### src/hdl/ilpk_pkg.sv
// ----------------------------------------------------------------------------
// ilpk_pkg: shared types and constants of the idle, lid and power key policy
// Event and command codes, request and result structs, configuration bundle.
// ----------------------------------------------------------------------------
package ilpk_pkg;

    localparam int NSTAGE           = 5;
    localparam int IDLE_W           = 26;
    localparam int AGE_W            = 10;
    localparam int CMD_W            = 4;
    localparam int NSLOT            = 8;
    localparam int SLOT_W           = 3;
    localparam int CFG_IDX_W        = 3;
    localparam int CFG_DATA_W       = 16;
    localparam int QDEPTH           = 2;
    localparam int QPTR_W           = 1;
    localparam int QCNT_W           = 2;
    localparam int TICKS_PER_SECOND = 1000;
    localparam int GRACE_TICKS      = 1000;

    localparam logic [IDLE_W-1:0] IDLE_MAX = {IDLE_W{1'b1}};
    localparam logic [AGE_W-1:0]  AGE_MAX  = {AGE_W{1'b1}};

    // idle stage positions
    localparam int STG_DIM   = 0;
    localparam int STG_OFF   = 1;
    localparam int STG_LOCK  = 2;
    localparam int STG_SLEEP = 3;
    localparam int STG_SAVER = 4;

    typedef enum logic [2:0] {
        OP_TICK        = 3'd0,
        OP_ACTIVITY    = 3'd1,
        OP_INHIBIT     = 3'd2,
        OP_LID         = 3'd3,
        OP_KEY         = 3'd4,
        OP_SAVER_START = 3'd5,
        OP_SAVER_STOP  = 3'd6
    } op_t;

    typedef enum logic [2:0] {
        ACT_DEFAULT    = 3'd0,
        ACT_NOTHING    = 3'd1,
        ACT_SLEEP      = 3'd2,
        ACT_HIBERNATE  = 3'd3,
        ACT_HYBRID     = 3'd4,
        ACT_LOCK       = 3'd5,
        ACT_SCREEN_OFF = 3'd6,
        ACT_SHUTDOWN   = 3'd7
    } act_t;

    typedef enum logic [CMD_W-1:0] {
        CMD_NONE       = 4'd0,
        CMD_DIM        = 4'd1,
        CMD_UNDIM      = 4'd2,
        CMD_OFF        = 4'd3,
        CMD_ON         = 4'd4,
        CMD_LOCK       = 4'd5,
        CMD_SUSPEND    = 4'd6,
        CMD_HIBERNATE  = 4'd7,
        CMD_HYBRID     = 4'd8,
        CMD_POWEROFF   = 4'd9,
        CMD_SAVER_ON   = 4'd10,
        CMD_SAVER_END  = 4'd11,
        CMD_PANEL_OFF  = 4'd12,
        CMD_PANEL_ON   = 4'd13
    } cmd_t;

    typedef enum logic [CFG_IDX_W-1:0] {
        REG_DIM_TIMEOUT   = 3'd0,
        REG_OFF_TIMEOUT   = 3'd1,
        REG_LOCK_TIMEOUT  = 3'd2,
        REG_SLEEP_TIMEOUT = 3'd3,
        REG_SAVER_TIMEOUT = 3'd4,
        REG_LID_ACTIONS   = 3'd5,
        REG_KEY_ACTION    = 3'd6,
        REG_SAVER_LOCK    = 3'd7
    } reg_idx_t;

    typedef struct packed {
        logic [2:0] operation;
        logic       flag;
        logic       docked;
        logic       internal_enabled;
    } in_item_t;

    typedef struct packed {
        logic [CMD_W-1:0] command;
        logic             handled;
        logic             last;
    } out_item_t;

    // Timeouts are held already scaled to ticks; zero still means never.
    typedef struct packed {
        logic [NSTAGE-1:0][IDLE_W-1:0] limit;
        logic [5:0]                    lid_actions;
        logic [2:0]                    key_action;
        logic                          saver_lock;
    } cfg_t;

    // Classified request handed from the front to the back.
    typedef struct packed {
        op_t  kind;
        logic flag;
        logic panel_target;
        logic lid_en;
        logic key_en;
        cmd_t act_cmd;
        logic act_off;
    } evt_t;

    function automatic cmd_t action_cmd(input act_t a);
        cmd_t c;
        c = CMD_NONE;
        unique case (a)
            ACT_SLEEP:     c = CMD_SUSPEND;
            ACT_HIBERNATE: c = CMD_HIBERNATE;
            ACT_HYBRID:    c = CMD_HYBRID;
            ACT_LOCK:      c = CMD_LOCK;
            ACT_SHUTDOWN:  c = CMD_POWEROFF;
            default:       c = CMD_NONE;
        endcase
        return c;
    endfunction

endpackage

### src/hdl/ilpk_front.sv
// ----------------------------------------------------------------------------
// ilpk_front: request intake and classification
// Registers one request, resolves its lid or key action and pushes it on.
// ----------------------------------------------------------------------------
module ilpk_front
    import ilpk_pkg::*;
(
    input  logic     clk,
    input  logic     rst_n,
    input  logic     in_valid,
    output logic     in_stall,
    input  in_item_t in_data,
    input  cfg_t     cfg,
    input  logic     q_full,
    output logic     push,
    output evt_t     push_evt
);

    logic     f_valid_reg;
    in_item_t f_item_reg;
    act_t     lid_act;
    act_t     sel_act;
    op_t      kind;

    assign in_stall = f_valid_reg && q_full;
    assign push     = f_valid_reg && !q_full;

    always_ff @(posedge clk or negedge rst_n)
    begin
        if (!rst_n)
        begin
            f_valid_reg <= 1'b0;
        end
        else if (!in_stall)
        begin
            f_valid_reg <= in_valid;
        end
    end

    always_ff @(posedge clk)
    begin
        if (in_valid && !in_stall)
        begin
            f_item_reg <= in_data;
        end
    end

    // Resolve the lid action for the dock state; default means sleep undocked.
    always_comb
    begin
        kind    = op_t'(f_item_reg.operation);
        lid_act = f_item_reg.docked ? act_t'(cfg.lid_actions[5:3])
                                    : act_t'(cfg.lid_actions[2:0]);
        if (lid_act == ACT_DEFAULT)
        begin
            lid_act = f_item_reg.docked ? ACT_NOTHING : ACT_SLEEP;
        end
        sel_act = (kind == OP_LID) ? lid_act : act_t'(cfg.key_action);

        push_evt.kind         = kind;
        push_evt.flag         = f_item_reg.flag;
        push_evt.panel_target = f_item_reg.docked && f_item_reg.internal_enabled;
        push_evt.lid_en       = (cfg.lid_actions != '0);
        push_evt.key_en       = (act_t'(cfg.key_action) != ACT_DEFAULT);
        push_evt.act_cmd      = action_cmd(sel_act);
        push_evt.act_off      = (sel_act == ACT_SCREEN_OFF);
    end

endmodule

### src/hdl/ilpk_queue.sv
// ----------------------------------------------------------------------------
// ilpk_queue: short request queue between front and back
// Two-entry FIFO of classified requests.
// ----------------------------------------------------------------------------
module ilpk_queue
    import ilpk_pkg::*;
(
    input  logic clk,
    input  logic rst_n,
    input  logic push,
    input  evt_t push_evt,
    input  logic pop,
    output evt_t head,
    output logic q_valid,
    output logic q_full
);

    evt_t              q_mem_reg [QDEPTH];
    logic [QPTR_W-1:0] wr_ptr_reg;
    logic [QPTR_W-1:0] rd_ptr_reg;
    logic [QCNT_W-1:0] count_reg;

    assign head    = q_mem_reg[rd_ptr_reg];
    assign q_valid = (count_reg != '0);
    assign q_full  = (count_reg == QCNT_W'(QDEPTH));

    always_ff @(posedge clk)
    begin
        if (push)
        begin
            q_mem_reg[wr_ptr_reg] <= push_evt;
        end
    end

    // Depth is a power of two, so the pointers wrap on their own.
    always_ff @(posedge clk or negedge rst_n)
    begin
        if (!rst_n)
        begin
            wr_ptr_reg <= '0;
            rd_ptr_reg <= '0;
            count_reg  <= '0;
        end
        else
        begin
            if (push)
            begin
                wr_ptr_reg <= wr_ptr_reg + QPTR_W'(1);
            end
            if (pop)
            begin
                rd_ptr_reg <= rd_ptr_reg + QPTR_W'(1);
            end
            case ({push, pop})
                2'b10:   count_reg <= count_reg + QCNT_W'(1);
                2'b01:   count_reg <= count_reg - QCNT_W'(1);
                default: count_reg <= count_reg;
            endcase
        end
    end

endmodule

### src/hdl/ilpk_back.sv
// ----------------------------------------------------------------------------
// ilpk_back: policy state, request execution and command issue
// Executes one request per cycle into a slot list once the last list drained,
// then issues one command per cycle, unless stalled, via the output register.
// ----------------------------------------------------------------------------
module ilpk_back
    import ilpk_pkg::*;
(
    input  logic      clk,
    input  logic      rst_n,
    input  cfg_t      cfg,
    input  logic      q_valid,
    input  evt_t      q_evt,
    output logic      q_pop,
    output logic      out_valid,
    input  logic      out_stall,
    output out_item_t out_data
);

    // policy state
    logic [IDLE_W-1:0] idle_ms_reg, idle_ms_next;
    logic [NSTAGE-1:0] fired_reg, fired_next;
    logic              inhibited_reg, inhibited_next;
    logic              dimmed_reg, dimmed_next;
    logic              iso_reg, iso_next;
    logic              lid_closed_reg, lid_closed_next;
    logic              lso_reg, lso_next;
    logic              panel_dis_reg, panel_dis_next;
    logic              saver_run_reg, saver_run_next;
    logic              saver_man_reg, saver_man_next;
    logic [AGE_W-1:0]  saver_age_reg, saver_age_next;

    // command slot list
    cmd_t              slot_cmd [NSLOT];
    logic [NSLOT-1:0]  slot_mask;
    logic              slot_handled;
    cmd_t              list_cmd_reg [NSLOT];
    logic [NSLOT-1:0]  list_mask_reg;
    logic              list_handled_reg;

    logic              out_valid_reg;
    out_item_t         out_data_reg;

    logic [IDLE_W-1:0] idle_inc;
    logic [AGE_W-1:0]  age_inc;
    logic [NSTAGE-1:0] hit;
    logic              do_wake;
    logic              in_grace;
    logic [SLOT_W-1:0] sel;
    logic [NSLOT-1:0]  sel_onehot;
    logic [NSLOT-1:0]  mask_rest;
    logic              out_load;
    logic              list_drained;

    assign out_valid = out_valid_reg;
    assign out_data  = out_data_reg;

    assign idle_inc = (idle_ms_reg == IDLE_MAX) ? idle_ms_reg : idle_ms_reg + IDLE_W'(1);
    assign age_inc  = (saver_run_reg && saver_age_reg != AGE_MAX)
                    ? saver_age_reg + AGE_W'(1) : saver_age_reg;
    assign in_grace = saver_man_reg && saver_run_reg
                   && (saver_age_reg < AGE_W'(GRACE_TICKS));

    always_comb
    begin
        for (int s = 0; s < NSTAGE; s++)
        begin
            hit[s] = (cfg.limit[s] != '0) && !fired_reg[s] && (idle_inc >= cfg.limit[s]);
        end
    end

    // Execute the head request against the state.
    always_comb
    begin
        idle_ms_next    = idle_ms_reg;
        fired_next      = fired_reg;
        inhibited_next  = inhibited_reg;
        dimmed_next     = dimmed_reg;
        iso_next        = iso_reg;
        lid_closed_next = lid_closed_reg;
        lso_next        = lso_reg;
        panel_dis_next  = panel_dis_reg;
        saver_run_next  = saver_run_reg;
        saver_man_next  = saver_man_reg;
        saver_age_next  = saver_age_reg;
        slot_mask       = '0;
        slot_handled    = 1'b0;
        do_wake         = 1'b0;
        for (int i = 0; i < NSLOT; i++)
        begin
            slot_cmd[i] = CMD_NONE;
        end

        unique case (q_evt.kind)
            OP_TICK:
            begin
                idle_ms_next   = idle_inc;
                saver_age_next = age_inc;
                if (!inhibited_reg)
                begin
                    if (hit[STG_DIM])
                    begin
                        dimmed_next = 1'b1;
                        slot_mask[0] = 1'b1;
                        slot_cmd[0]  = CMD_DIM;
                    end
                    if (hit[STG_OFF])
                    begin
                        if (saver_run_next)
                        begin
                            saver_run_next = 1'b0;
                            saver_man_next = 1'b0;
                            slot_mask[1]   = 1'b1;
                            slot_cmd[1]    = CMD_SAVER_END;
                        end
                        slot_mask[2] = 1'b1;
                        slot_cmd[2]  = CMD_OFF;
                        iso_next     = 1'b1;
                    end
                    if (hit[STG_LOCK])
                    begin
                        if (saver_run_next)
                        begin
                            saver_run_next = 1'b0;
                            saver_man_next = 1'b0;
                            slot_mask[3]   = 1'b1;
                            slot_cmd[3]    = CMD_SAVER_END;
                        end
                        slot_mask[4] = 1'b1;
                        slot_cmd[4]  = CMD_LOCK;
                    end
                    if (hit[STG_SLEEP])
                    begin
                        if (saver_run_next)
                        begin
                            saver_run_next = 1'b0;
                            saver_man_next = 1'b0;
                            slot_mask[5]   = 1'b1;
                            slot_cmd[5]    = CMD_SAVER_END;
                        end
                        slot_mask[6] = 1'b1;
                        slot_cmd[6]  = CMD_SUSPEND;
                    end
                    // saver stage launches nothing once screens went off
                    if (hit[STG_SAVER] && !iso_next && !saver_run_next)
                    begin
                        saver_run_next = 1'b1;
                        saver_age_next = '0;
                        slot_mask[7]   = 1'b1;
                        slot_cmd[7]    = CMD_SAVER_ON;
                    end
                    fired_next = fired_reg | hit;
                end
            end
            OP_ACTIVITY:
            begin
                idle_ms_next = '0;
                do_wake      = !in_grace && (fired_reg != '0);
            end
            OP_INHIBIT:
            begin
                if (q_evt.flag != inhibited_reg)
                begin
                    inhibited_next = q_evt.flag;
                    idle_ms_next   = '0;
                    do_wake        = q_evt.flag;
                end
            end
            OP_LID:
            begin
                if (q_evt.flag != lid_closed_reg)
                begin
                    lid_closed_next = q_evt.flag;
                    if (q_evt.lid_en && !q_evt.flag)
                    begin
                        if (panel_dis_reg)
                        begin
                            panel_dis_next = 1'b0;
                            slot_mask[0]   = 1'b1;
                            slot_cmd[0]    = CMD_PANEL_ON;
                        end
                        if (lso_reg)
                        begin
                            lso_next     = 1'b0;
                            slot_mask[1] = 1'b1;
                            slot_cmd[1]  = CMD_ON;
                        end
                    end
                    else if (q_evt.lid_en && q_evt.act_off)
                    begin
                        slot_mask[0] = 1'b1;
                        if (q_evt.panel_target)
                        begin
                            panel_dis_next = 1'b1;
                            slot_cmd[0]    = CMD_PANEL_OFF;
                        end
                        else
                        begin
                            lso_next    = 1'b1;
                            slot_cmd[0] = CMD_OFF;
                        end
                    end
                    else if (q_evt.lid_en && q_evt.act_cmd != CMD_NONE)
                    begin
                        slot_mask[0] = 1'b1;
                        slot_cmd[0]  = q_evt.act_cmd;
                    end
                end
            end
            OP_KEY:
            begin
                // always exactly one reply
                slot_mask[0] = 1'b1;
                slot_handled = q_evt.key_en;
                if (q_evt.key_en && q_evt.flag)
                begin
                    if (q_evt.act_off)
                    begin
                        iso_next    = 1'b1;
                        slot_cmd[0] = CMD_OFF;
                    end
                    else
                    begin
                        slot_cmd[0] = q_evt.act_cmd;
                    end
                end
            end
            OP_SAVER_START:
            begin
                if (!saver_run_reg)
                begin
                    saver_run_next        = 1'b1;
                    saver_man_next        = 1'b1;
                    saver_age_next        = '0;
                    fired_next[STG_SAVER] = 1'b1;
                    slot_mask[0]          = 1'b1;
                    slot_cmd[0]           = CMD_SAVER_ON;
                end
            end
            OP_SAVER_STOP:
            begin
                if (saver_run_reg)
                begin
                    saver_run_next = 1'b0;
                    saver_man_next = 1'b0;
                    slot_mask[0]   = 1'b1;
                    slot_cmd[0]    = CMD_SAVER_END;
                end
                fired_next[STG_SAVER] = 1'b0;
            end
            default:
            begin
            end
        endcase

        // wake: end saver, lock if set, undim, screens on unless lid off, rearm all
        if (do_wake)
        begin
            if (saver_run_reg)
            begin
                saver_run_next = 1'b0;
                saver_man_next = 1'b0;
                slot_mask[0]   = 1'b1;
                slot_cmd[0]    = CMD_SAVER_END;
                if (cfg.saver_lock)
                begin
                    slot_mask[1] = 1'b1;
                    slot_cmd[1]  = CMD_LOCK;
                end
            end
            if (dimmed_reg)
            begin
                dimmed_next  = 1'b0;
                slot_mask[2] = 1'b1;
                slot_cmd[2]  = CMD_UNDIM;
            end
            if (iso_reg)
            begin
                iso_next = 1'b0;
                if (!lso_reg)
                begin
                    slot_mask[3] = 1'b1;
                    slot_cmd[3]  = CMD_ON;
                end
            end
            fired_next = '0;
        end
    end

    // Pick the lowest pending slot.
    always_comb
    begin
        sel = '0;
        for (int i = NSLOT - 1; i >= 0; i--)
        begin
            if (list_mask_reg[i])
            begin
                sel = SLOT_W'(i);
            end
        end
    end

    assign sel_onehot   = NSLOT'(1) << sel;
    assign mask_rest    = list_mask_reg & ~sel_onehot;
    assign out_load     = (list_mask_reg != '0) && (!out_valid_reg || !out_stall);
    assign list_drained = (list_mask_reg == '0) || (out_load && mask_rest == '0);
    assign q_pop        = q_valid && list_drained;

    always_ff @(posedge clk or negedge rst_n)
    begin
        if (!rst_n)
        begin
            idle_ms_reg    <= '0;
            fired_reg      <= '0;
            inhibited_reg  <= 1'b0;
            dimmed_reg     <= 1'b0;
            iso_reg        <= 1'b0;
            lid_closed_reg <= 1'b0;
            lso_reg        <= 1'b0;
            panel_dis_reg  <= 1'b0;
            saver_run_reg  <= 1'b0;
            saver_man_reg  <= 1'b0;
            saver_age_reg  <= '0;
            list_mask_reg  <= '0;
            out_valid_reg  <= 1'b0;
        end
        else
        begin
            if (q_pop)
            begin
                idle_ms_reg    <= idle_ms_next;
                fired_reg      <= fired_next;
                inhibited_reg  <= inhibited_next;
                dimmed_reg     <= dimmed_next;
                iso_reg        <= iso_next;
                lid_closed_reg <= lid_closed_next;
                lso_reg        <= lso_next;
                panel_dis_reg  <= panel_dis_next;
                saver_run_reg  <= saver_run_next;
                saver_man_reg  <= saver_man_next;
                saver_age_reg  <= saver_age_next;
                list_mask_reg  <= slot_mask;
            end
            else if (out_load)
            begin
                list_mask_reg <= mask_rest;
            end

            if (out_load)
            begin
                out_valid_reg <= 1'b1;
            end
            else if (!out_stall)
            begin
                out_valid_reg <= 1'b0;
            end
        end
    end

    always_ff @(posedge clk)
    begin
        if (q_pop)
        begin
            list_cmd_reg     <= slot_cmd;
            list_handled_reg <= slot_handled;
        end
        if (out_load)
        begin
            out_data_reg.command <= list_cmd_reg[sel];
            out_data_reg.handled <= list_handled_reg;
            out_data_reg.last    <= (mask_rest == '0);
        end
    end

    a_manual_implies_running: assert property (@(posedge clk) disable iff (!rst_n)
        !saver_man_reg || saver_run_reg)
        else $error("manual saver flag set without a running saver");

    a_dim_implies_fired: assert property (@(posedge clk) disable iff (!rst_n)
        !dimmed_reg || fired_reg[STG_DIM])
        else $error("dimmed without the dim stage marked fired");

    a_key_one_reply: assert property (@(posedge clk) disable iff (!rst_n)
        (q_pop && q_evt.kind == OP_KEY) |=> ($countones(list_mask_reg) == 1))
        else $error("power key request did not yield exactly one reply");

    a_idle_saturates: assert property (@(posedge clk) disable iff (!rst_n)
        (q_pop && q_evt.kind == OP_TICK && idle_ms_reg == IDLE_MAX)
        |=> (idle_ms_reg == IDLE_MAX))
        else $error("idle counter wrapped");

endmodule

### src/hdl/idle_lid_power_key_policy_top.sv
// ----------------------------------------------------------------------------
// idle_lid_power_key_policy_top: idle, lid and power key policy engine
// Counts idle ticks, fires the idle stages and maps lid and key events to
// display, lock, saver and power commands.
// ----------------------------------------------------------------------------
// Usage:
//   Input channel (in_valid / in_stall / in_data) carries one event request
//   per handshake: tick, activity, inhibit, lid, key, saver start or stop.
//   Output channel (out_valid / out_stall / out_data) returns the commands
//   the request causes, in order, one per cycle unless stalled; last marks
//   the final one. A power key request always returns exactly one result;
//   requests that cause no command return nothing.
//   Configuration (cfg_valid / cfg_ready / cfg_index / cfg_data) is always
//   ready; write it only while no request is in flight.
// Timing:
//   The first result passes the front register, the queue, the slot list
//   and the output register. The back end executes one request per cycle
//   once the last one's commands are out and issues one per cycle unless
//   stalled. A front register and a two-entry queue keep taking requests
//   while results wait on a stalled receiver; out_data holds while stalled.
// Reset:
//   Clears all policy state and configuration; no clearing pass needed.
// ----------------------------------------------------------------------------
module idle_lid_power_key_policy_top
    import ilpk_pkg::*;
(
    input  logic                  clk,
    input  logic                  rst_n,
    input  logic                  in_valid,
    output logic                  in_stall,
    input  in_item_t              in_data,
    output logic                  out_valid,
    input  logic                  out_stall,
    output out_item_t             out_data,
    input  logic                  cfg_valid,
    output logic                  cfg_ready,
    input  logic [CFG_IDX_W-1:0]  cfg_index,
    input  logic [CFG_DATA_W-1:0] cfg_data
);

    cfg_t              cfg_reg;
    logic              cfg_we;
    logic [IDLE_W-1:0] cfg_limit;

    logic              push;
    evt_t              push_evt;
    logic              q_full;
    logic              q_valid;
    logic              q_pop;
    evt_t              q_head;

    // Registers are always writable.
    assign cfg_ready = 1'b1;
    assign cfg_we    = cfg_valid && cfg_ready;

    // Scale timeouts to ticks at write time so the compare path stays short.
    assign cfg_limit = IDLE_W'(cfg_data) * IDLE_W'(TICKS_PER_SECOND);

    always_ff @(posedge clk or negedge rst_n)
    begin
        if (!rst_n)
        begin
            cfg_reg <= '0;
        end
        else if (cfg_we)
        begin
            unique case (reg_idx_t'(cfg_index)) inside
                REG_DIM_TIMEOUT, REG_OFF_TIMEOUT, REG_LOCK_TIMEOUT,
                REG_SLEEP_TIMEOUT, REG_SAVER_TIMEOUT:
                    cfg_reg.limit[cfg_index] <= cfg_limit;
                REG_LID_ACTIONS:
                    cfg_reg.lid_actions <= cfg_data[5:0];
                REG_KEY_ACTION:
                    cfg_reg.key_action <= cfg_data[2:0];
                REG_SAVER_LOCK:
                    cfg_reg.saver_lock <= cfg_data[0];
                default:
                    cfg_reg <= cfg_reg;
            endcase
        end
    end

    // Front: take and classify the request.
    ilpk_front u_front (
        .clk      (clk),
        .rst_n    (rst_n),
        .in_valid (in_valid),
        .in_stall (in_stall),
        .in_data  (in_data),
        .cfg      (cfg_reg),
        .q_full   (q_full),
        .push     (push),
        .push_evt (push_evt)
    );

    // Queue: decouple intake from command issue.
    ilpk_queue u_queue (
        .clk      (clk),
        .rst_n    (rst_n),
        .push     (push),
        .push_evt (push_evt),
        .pop      (q_pop),
        .head     (q_head),
        .q_valid  (q_valid),
        .q_full   (q_full)
    );

    // Back: advance the policy state and issue the commands.
    ilpk_back u_back (
        .clk       (clk),
        .rst_n     (rst_n),
        .cfg       (cfg_reg),
        .q_valid   (q_valid),
        .q_evt     (q_head),
        .q_pop     (q_pop),
        .out_valid (out_valid),
        .out_stall (out_stall),
        .out_data  (out_data)
    );

endmodule

### config.mk
export PLATFORM = sky130hd
export DESIGN_NAME = idle_lid_power_key_policy_top
export DESIGN_NICKNAME = d
export VERILOG_FILES = /design/src/hdl/ilpk_pkg.sv /design/src/hdl/ilpk_front.sv /design/src/hdl/ilpk_queue.sv /design/src/hdl/ilpk_back.sv /design/src/hdl/idle_lid_power_key_policy_top.sv
export SDC_FILE = /design/constraint.sdc
export NUM_CORES = 1
export LEC_CHECK = 0
export ABC_AREA = 0
export BUFFER_PORTS_ARGS = -buffer_cell sky130_fd_sc_hd__buf_2
export CAP_MARGIN = 20
export CORE_ASPECT_RATIO = 0.8
export CORE_MARGIN = 8
export CORE_UTILIZATION = 35
export CTS_CLUSTER_SIZE = 14
export DETAILED_ROUTE_END_ITERATION = 6
export GPL_TIMING_DRIVEN = 0
export HOLD_SLACK_MARGIN = 0.12
export PLACE_DENSITY = 0.54
export SYNTH_ARGS = -nofsm -noshare
export SYNTH_HDL_FRONTEND = slang
export SYNTH_HIERARCHICAL = 1
export SYNTH_SLANG_ARGS = --single-unit
### constraint.sdc
create_clock -name clk -period 12.7 [get_ports clk]
set_input_delay 2.54 -clock clk [delete_from_list [all_inputs] [get_ports clk]]
set_output_delay 2.54 -clock clk [all_outputs]
set_load 0.02 [all_outputs]
==> results.sh, run 1 <==
export IMPL_post_route_cells_drive_above_1_share_pct=7.43
export IMPL_cts_num_sinks=240
export IMPL_start_kind="flop"
export IMPL_grt_usage_pct=17.1
export IMPL_synth_main_ff_cell="dfrtp_1"
export IMPL_overflow=0
export IMPL_reg2reg_depth=18
export IMPL_ios=39
export IMPL_p_total_uw=4620
export IMPL_drtAntennaViolNets=0
export IMPL_critical_path_required_ns=13.11
export IMPL_synth_edf_count=52
export IMPL_ys_seq_area_share_pct=36.4
export IMPL_ys_async_sr_fraction_pct=78.3
export IMPL_hold_path_class="flop to flop"
export IMPL_worstSetupEndpoint="u_back/saver_age_reg[2]"
export IMPL_power_density_nw_per_um2=237
export IMPL_place_gp_congestion=0.897
export IMPL_hold_viol=0
export IMPL_ctsResizeCount=0
export IMPL_portBuffers=35
export IMPL_clk_transition_reported_paths_ns=0.06
export IMPL_antenna_found_initial=1
export IMPL_cts_buffer_depth=3
export IMPL_crit_type="flop to flop"
export IMPL_cts_root_buffer="clkbuf_16"
export IMPL_critPathCaptureType="flop"
export IMPL_cts_tree="yes"
export IMPL_wl_per_cell_um=18.5
export IMPL_nNetsFinal=2255
export IMPL_critPathMaxFanout=10
export IMPL_grt_pass1_vias=14000
export IMPL_syn_to_final_growth_pct=13.3
export IMPL_finalSetupTns_ns=0
export IMPL_grt_pass1_wl_mm=78.8
export IMPL_synth_seq_cells=240
export IMPL_clkLatencyLatePin_ns=0.56
export IMPL_synth_area_leaders="dfrtp_1 27%, ha_1 14%, edfxtp_1 9.1%"
export IMPL_postSynthAreaPerCell_um2=9.14
export IMPL_dp_cells=2582
export IMPL_cts_max_level=1
export IMPL_crit_start="u_back/idle_ms_reg[0]"
export IMPL_vdd_drop_max_mv=0.157
export IMPL_post_dp_hpwl_mm=38.5
export IMPL_yosysMostFrequentCell="nand2_1"
export IMPL_die_w_um=264
export IMPL_drtIter0Drc=1435
export IMPL_drt_vias_per_instance=5.40
export IMPL_routed_via_count=14200
export IMPL_tightest_slew_ns=1.02
export IMPL_syn_inst=1883
export IMPL_dieArea_um2=56600
export IMPL_drc=0
export IMPL_outcome="complete, no violations"
export IMPL_r2r_setup_slack_ns=5.69
export IMPL_core_area_um2=48500
export IMPL_min_period_ns=7.01
export IMPL_drv_slew=0
export IMPL_yosysUniqueCellTypes=87
export IMPL_instances_no_fill=2635
export IMPL_fin_crit_sh_pct=55.2
export IMPL_largest_reg_flops=125
export IMPL_row_count=72
export IMPL_whs_ns=0.424
export IMPL_slew_headroom_pct=30.8
export IMPL_hold_buffers=0
export IMPL_setup_violations=0
export IMPL_worstReg2RegEnd="u_back/saver_age_reg[2]"
export IMPL_die_y_um=214
export IMPL_syn_area_um2=17200
export IMPL_fmax_ghz=0.143
export IMPL_start_util_pct=35.5
export IMPL_crit_reg2reg_launch="u_back/idle_ms_reg[0]"
export IMPL_rsz0062_at_grt="false"
export IMPL_wl_mm=48.8
export IMPL_post_cts_buffers=0
export IMPL_synth_top_area_share_pct=27.3
export IMPL_synth_top_cells_by_count="253 x nand2_1, 227 x inv_1, 188 x dfrtp_1"
export IMPL_power_leakage_uw=0.00894
export IMPL_drv_cap=0
export IMPL_drtPass1Iterations=7
export IMPL_grt_max_degree=96
export IMPL_arrival_ns=7.42
export IMPL_clock_skew_ns=0.0159
export IMPL_diodes=0
export IMPL_yosys_area_top_type="dfrtp_1"
export IMPL_yosys_warnings=6
export IMPL_cts_buffers=28
-- cells by family (layout without fill, tap and decap cells) --
family / Yosys count / count (layout) / synth area share [%]
flip-flops: 240 / 240 / 36.4
AO/OA/AOI/OAI: 418 / 418 / 15.8
buffers and inverters: 297 / 391 / 6.76
XOR/XNOR: 50 / 50 / 2.55
adder cells (fa/ha/maj): 242 / 242 / 19.9
other: 2 / 31 / 0.0436
AND/OR/NAND/NOR: 613 / 613 / 17.1
multiplexers: 21 / 21 / 1.35
-- worst min path at each step --
stage                               to  cells past startpoint  slack [ns]               startpoint
CTS                 u_back/out_data[1]                      0        0.43  u_back/list_handled_reg
floorplan           u_back/out_data[1]                      0        0.40  u_back/list_handled_reg
detailed placement  u_back/out_data[1]                      0        0.41  u_back/list_handled_reg
global placement    u_back/out_data[1]                      0        0.41  u_back/list_handled_reg
finish              u_back/out_data[1]                      0        0.42  u_back/list_handled_reg
global route        u_back/out_data[1]                      0        0.43  u_back/list_handled_reg
-- placed cells by master (no fill, tap or decap), types with 7 or more instances in the layout --
cell type / n
o21ai_1: 7
nor4_1: 37
nor3_1: 47
fa_1: 54
a22o_1: 14
o31ai_1: 28
clkbuf_1: 53
and4_1: 12
bufinv_16: 9
o21a_1: 9
a21oi_1: 74
edfxtp_1: 52
o21ai_0: 144
xor2_1: 17
ha_1: 187
a31oi_1: 18
a21o_1: 25
buf_2: 44
mux2_2: 17
nor2_1: 86
nand4_1: 49
clkbuf_16: 28
and3_1: 11
a221oi_1: 10
nand3_1: 40
nand2b_1: 21
or3_1: 11
nor2b_1: 13
xnor2_1: 33
dfrtp_1: 188
nand2_1: 253
o211ai_1: 9
and2_1: 11
a211oi_1: 15
conb_1: 31
inv_1: 227
-- worst max-delay path: stages, from the launching register on --
cell and delay, ns:
dfrtp_1 0.45, ha_1 0.27, and2_1 0.20, and4_1 0.30, or4b_2 0.61, clkbuf_1 0.29
and3_1 0.26, clkbuf_1 0.16, and3_1 0.25, xor2_1 0.51, ha_1 0.36, a211oi_1 0.26
nor2_1 0.11, a2111oi_0 0.47, o21ai_0 0.23, a21oi_1 0.76, or3b_2 0.60, a2111oi_4 0.62
nor3_1 0.13
-- final cells by class --
cell class                      instances  area [µm²]
Fill cell                            4854       29000
Buffer                                 69         307
Timing Repair Buffer                   42         273
Clock inverter                         16         325
Multi-Input combinational cell       1375        9890
Clock buffer                           36         781
Tap cell                              629         787
Sequential cell                       240        6270
Inverter                              228         856
-- metrics by stage --
| step | util [%] | setup slack [ns] | instance area [µm²] |
|---|---|---|---|
| 2_1_floorplan | - | 6.17 | 17300 |
| 3_3_place_gp | 37.7 | 5.28 | 18300 |
| 3_5_place_dp | 37.9 | 5.25 | 18400 |
| 4_1_cts | 40.2 | 5.74 | 19500 |
| 5_1_grt | 40.2 | 5.30 | 19500 |
| 6_report | 40.2 | 5.69 | 19500 |
-- routing by layer --
metal / wire [µm] / GRT usage (%)
met3: 2790 / 2.43
met1: 24100 / 25.8
met4: 1120 / 3.85
met2: 20800 / 25.7
met5: 0 / 0
-- report_power, final --
group / switching [µW] / internal (µW)
combinational: 1550 / 811
clock: 345 / 617
sequential: 210 / 1090
Power figures use the tool's default switching activity.
==> run 2: changes to the inputs <==
- clock period: 12.7 -> 7.2 ns (I/O delays scaled with it)
==> run 2 against run 1 <==
Net effect:
- fmax up 3.4%
- non-clock buffer count unchanged
- register-to-register slack worse by 5.3 ns
- worst setup slack worse by 5.3 ns
- first-iteration DRC count about the same
- worst hold slack about the same
- die area unchanged
- global-route usage unchanged
- critical endpoint unchanged
- largest cell class unchanged
==> results.sh, run 2 (synthesis gave the netlist of run 1 again) <==
export IMPL_outcome="complete, no violations"
export IMPL_nNetsFinal=2255
export IMPL_finalSetupTns_ns=0
export IMPL_p_sw_uw=3720
export IMPL_place_gp_congestion=0.897
export IMPL_wl_per_cell_um=18.5
export IMPL_post_route_cells_drive_above_1_share_pct=7.48
export IMPL_cts_root_buffer="clkbuf_16"
export IMPL_cts_max_level=1
export IMPL_p_comb_share_pct=51.1
export IMPL_drv_slew=0
export IMPL_crit_type="flop to flop"
export IMPL_routed_via_count=14200
export IMPL_grt_usage_pct=17.1
export IMPL_power_density_nw_per_um2=419
export IMPL_row_count=72
export IMPL_portBuffers=35
export IMPL_critical_path_required_ns=7.61
export IMPL_post_dp_hpwl_mm=38.5
export IMPL_cts_num_sinks=240
export IMPL_critPathMaxFanout=10
export IMPL_post_route_util_pct=40.2
export IMPL_cts_buffer_depth=3
export IMPL_critPathCaptureType="flop"
export IMPL_hold_depth=0
export IMPL_rsz0062_at_grt="false"
export IMPL_cts_tree="yes"
export IMPL_use_met3_pct=2.43
export IMPL_drv_cap=0
export IMPL_mostFrequentLayoutCell="nand2_1"
export IMPL_drt_vias_per_instance=5.40
export IMPL_post_cts_buffers=0
export IMPL_fin_crit_sh_pct=94.2
export IMPL_min_period_ns=6.78
export IMPL_setup_violations=0
export IMPL_clkLatencyLatePin_ns=0.56
export IMPL_overflow=0
export IMPL_whs_ns=0.423
export IMPL_largest_reg_flops=125
export IMPL_hold_viol=0
export IMPL_grt_pass1_vias=14000
export IMPL_drc=0
export IMPL_wl_mm=48.8
export IMPL_power_leakage_uw=0.00894
export IMPL_slew_headroom_pct=31.4
export IMPL_p_int_uw=4440
export IMPL_arrival_ns=7.19
export IMPL_vdd_drop_max_mv=0.277
export IMPL_use_met2_pct=25.7
export IMPL_tightest_slew_ns=1.02
export IMPL_diodes=0
export IMPL_die_w_um=264
export IMPL_ctsResizeCount=0
export IMPL_busiest_layer="met1"
export IMPL_p_seq_share_pct=28.1
export IMPL_start_util_pct=35.5
export IMPL_syn_to_final_growth_pct=13.3
export IMPL_drtAntennaViolNets=0
export IMPL_grt_pass1_wl_mm=78.8
export IMPL_dieArea_um2=56600
export IMPL_fmax_ghz=0.148
export IMPL_reg2reg_depth=18
export IMPL_use_met1_pct=25.8
export IMPL_drtIter0Drc=1436
export IMPL_p_sw_share_pct=45.5
export IMPL_clock_skew_ns=0.0163
export IMPL_die_y_um=214
export IMPL_start_kind="flop"
export IMPL_hold_buffers=0
export IMPL_cts_buffers=28
export IMPL_antenna_found_initial=1
export IMPL_hold_path_class="flop to flop"
export IMPL_grt_max_degree=96
export IMPL_pwr_share_clk_pct=20.8
export IMPL_core_area_um2=48500
export IMPL_layout_common_cells="253 x nand2_1, 227 x inv_1, 188 x dfrtp_1, 187 x ha_1, 144 x o21ai_0"
export IMPL_drtPass1Iterations=6
export IMPL_clk_transition_reported_paths_ns=0.06
export IMPL_ios=39
[run 2: worst paths after layout]
| check | startpoint | end | slack [ns] |
|---|---|---|---|
| worst max register to register | u_back/idle_ms_reg[0] | u_back/saver_age_reg[2] | 0.42 |
| worst min-delay path | u_back/list_handled_reg | u_back/out_data[1] | 0.42 |
| worst max-delay path | u_back/idle_ms_reg[0] | u_back/saver_age_reg[2] | 0.42 |
| min in group asynchronous | rst_n | u_queue/count_reg[1] | 0.90 |
| max in group asynchronous | rst_n | cfg_reg[60] | 5.28 |
| worst min register to register | u_back/list_handled_reg | u_back/out_data[1] | 0.42 |
[run 2: worst max-delay path: stages (launching register included)]
cell       delay, ns
dfrtp_1         0.45
ha_1            0.27
and2_1          0.20
and4_1          0.30
or4b_2          0.61
clkbuf_1        0.29
and3_1          0.26
clkbuf_1        0.16
and3_1          0.25
xor2_1          0.51
ha_1            0.36
a211oi_1        0.26
nor2_1          0.11
a2111oi_0       0.49
o21ai_0         0.25
a21oi_2         0.50
or3b_2          0.58
a2111oi_4       0.62
nor3_1          0.13
[run 2: cell type report]
type / instances / area [µm²]
clock inverter: 16 / 325
inverter: 228 / 856
multi-input combinational: 1375 / 9900
buffer: 69 / 307
sequential: 240 / 6270
fill: 4852 / 29000
clock buffer: 36 / 781
timing repair buffer: 42 / 273
tap: 629 / 787
[run 2: power groups by stage]
stage / logic [µW] / clock network (µW) / registers (µW)
final: 4170 / 1700 / 2300
after global routing: 4690 / 1790 / 2360
after CTS: 4160 / 1730 / 2290
after detailed placement: 4130 / 0 / 2310
after global placement: 4010 / 0 / 2300
after floorplan: 2880 / 0 / 2200
[run 2: stage by stage]
step	total power (µW)	area, µm²	std cells	worst slack, ns
floorplan	5080	17300	1912	1.77
global placement	6320	18300	2576	0.287
detailed placement	6450	18400	2582	0.270
CTS	8180	19500	2634	0.237
global route	8830	19500	2635	0.0378
finish	8160	19500	2635	0.420
[run 2: metal layers]
| metal | part of all wire [%] | wire [µm] | vias to the layer above |
|---|---|---|---|
| met5 | 0 | 0 | - |
| met4 | 2.2 | 1080 | 0 |
| met3 | 5.5 | 2710 | 61 |
| met2 | 43 | 20800 | 377 |
| met1 | 50 | 24200 | 6962 |
| li1 | - | - | 6819 |
==> run 3: changes to the inputs <==
- clock period: 7.2 -> 7.05 ns (I/O delays scaled with it)
==> run 3 against run 2 <==
Net effect:
- non-clock buffer count unchanged
- largest power group unchanged
- fmax is 3.3% higher
- clock skew barely moved
- sequential power grew 2%
- global-route usage unchanged
- cell count unchanged
- routed wire length fell by 0.11%
- worst hold slack is essentially flat
==> results.sh, run 3 (synthesis gave the netlist of run 1 again) <==
export IMPL_outcome="complete, no violations"
export IMPL_nFillCells=4852
export IMPL_dieArea_um2=56600
export IMPL_fmax_ghz=0.152
export IMPL_p_comb_share_pct=51.1
export IMPL_clkLatencyLatePin_ns=0.56
export IMPL_drv_cap=0
export IMPL_cts_tree="yes"
export IMPL_core_area_um2=48500
export IMPL_cts_buffer_depth=3
export IMPL_routed_via_count=14200
export IMPL_worstReg2RegEnd="u_back/saver_age_reg[2]"
export IMPL_row_count=72
export IMPL_post_dp_hpwl_mm=38.5
export IMPL_wl_mm=48.8
export IMPL_reg2reg_depth=18
export IMPL_critical_path_required_ns=7.46
export IMPL_pwr_share_clk_pct=20.8
export IMPL_setup_violations=0
export IMPL_cts_root_buffer="clkbuf_16"
export IMPL_fin_crit_sh_pct=93.1
export IMPL_cts_buffers=28
export IMPL_finalSetupTns_ns=0
export IMPL_diodes=0
export IMPL_antenna_found_initial=1
export IMPL_p_sw_uw=3790
export IMPL_portBuffers=35
export IMPL_layout_common_cells="253 x nand2_1, 227 x inv_1, 188 x dfrtp_1, 187 x ha_1, 144 x o21ai_0"
export IMPL_ctsResizeCount=0
export IMPL_place_gp_congestion=0.897
export IMPL_min_period_ns=6.56
export IMPL_drv_slew=0
export IMPL_crit_type="flop to flop"
export IMPL_largest_reg_flops=125
export IMPL_start_util_pct=35.5
export IMPL_ios=39
export IMPL_p_sw_share_pct=45.5
export IMPL_syn_to_final_growth_pct=13.3
export IMPL_drt_vias_per_instance=5.38
export IMPL_critPathCaptureType="flop"
export IMPL_hold_buffers=0
export IMPL_die_y_um=214
export IMPL_cts_max_level=1
export IMPL_post_route_cells_drive_above_1_share_pct=7.53
export IMPL_clock_skew_ns=0.0158
export IMPL_grt_pass1_wl_mm=78.8
export IMPL_hold_depth=0
export IMPL_cts_num_sinks=240
export IMPL_crit_chain="ha_1 -> and2_1 -> and4_1 -> or4b_2 -> clkbuf_1 -> and3_1 -> clkbuf_1 -> and3_1 -> xor2_2 -> ha_1 -> a211oi_1 -> nor2_1 -> a2111oi_0 -> o21ai_0 -> a21oi_2 -> or3b_2 -> a2111oi_4 -> nor3_1"
export IMPL_drtAntennaViolNets=0
export IMPL_wl_per_cell_um=18.5
export IMPL_drtIter0Drc=1510
export IMPL_rsz0062_at_grt="false"
export IMPL_vdd_drop_max_mv=0.282
export IMPL_crit_reg2reg_launch="u_back/idle_ms_reg[0]"
export IMPL_critPathMaxFanout=10
export IMPL_slowest_delay_ns=0.63
export IMPL_p_seq_share_pct=28.1
export IMPL_hold_path_class="flop to flop"
export IMPL_overflow=0
export IMPL_clk_transition_reported_paths_ns=0.06
export IMPL_power_leakage_uw=0.00894
export IMPL_power_density_nw_per_um2=427
export IMPL_p_int_uw=4540
export IMPL_grt_usage_pct=17.1
export IMPL_tightest_slew_ns=1.08
export IMPL_whs_ns=0.424
export IMPL_grt_pass1_vias=14000
export IMPL_hold_start="u_back/list_handled_reg"
export IMPL_slew_headroom_pct=27.1
export IMPL_grt_max_degree=96
export IMPL_die_w_um=264
export IMPL_drtPass1Iterations=6
export IMPL_cpMaxStageDelayCell="a2111oi_4"
export IMPL_min_to="u_back/out_data[1]"
export IMPL_r2r_setup_slack_ns=0.49
export IMPL_hold_viol=0
export IMPL_nNetsFinal=2255
export IMPL_start_kind="flop"
export IMPL_mostFrequentLayoutCell="nand2_1"
export IMPL_drc=0
export IMPL_arrival_ns=6.98
export IMPL_post_cts_buffers=0
run 3: cell counts in the layout (fill, tap and decap cells not counted):
No cell type changed its count.
run 3: stage by stage:
stage	util, %	power, µW	area [µm²]	cells	setup WS, ns
6_report	40.2	8330	19500	2635	0.487
5_1_grt	40.2	9020	19500	2635	0.0846
4_1_cts	40.2	8360	19500	2634	0.0866
3_5_place_dp	37.9	6580	18400	2582	0.120
3_3_place_gp	37.7	6450	18300	2576	0.137
2_1_floorplan	-	5190	17300	1912	1.65
run 3: power groups by stage:
stage                     Combinational [µW]  Clock (µW)  Sequential, µW
after floorplan                         2940           0            2250
after global placement                  4100           0            2350
after detailed placement                4220           0            2360
after CTS                               4250        1770            2340
after global routing                    4790        1820            2410
final                                   4260        1730            2340
run 3: routing by layer:
metal | up-vias | share of wire (%) | track usage (%)
li1 | 6813 | - | -
met3 | 64 | 5.7 | 2.43
met5 | - | 0 | 0
met4 | 0 | 2.2 | 3.85
met2 | 393 | 43 | 25.7
met1 | 6897 | 49 | 25.8
run 3: critical path: cells and delay by family, from the launching register on:
family / cells / cell delay [ns]
fa+ha+maj: 2 / 0.59
flops: 1 / 0.45
buf+inv: 2 / 0.44
xor+xnor: 1 / 0.34
simple gates: 8 / 2.45
compound gates: 5 / 2.13
run 3: area by class of cell:
| type | instances | area [µm²] | share of cell area [%] |
|---|---|---|---|
| multi-input combinational | 1375 | 9910 | 50.8 |
| clock inverter | 16 | 325 | 1.67 |
| clock buffer | 36 | 781 | 4.00 |
| buffer | 69 | 307 | 1.57 |
| tap | 629 | 787 | 4.04 |
| inverter | 228 | 856 | 4.39 |
| timing repair buffer | 42 | 273 | 1.40 |
| sequential | 240 | 6270 | 32.1 |
run 3: how the worst max path moves through the flow:
stage,start,endpoint,slack [ns]
final,u_back/idle_ms_reg[0],u_back/saver_age_reg[2],0.49
after global placement,u_back/idle_ms_reg[0],u_back/saver_age_reg[0],0.14
after CTS,u_back/idle_ms_reg[0],u_back/saver_age_reg[2],0.09
after global routing,u_back/idle_ms_reg[0],u_back/saver_age_reg[4],0.08
after floorplan,cfg_data[9],cfg_reg[112],1.65
after detailed placement,u_back/idle_ms_reg[0],u_back/saver_age_reg[7],0.12
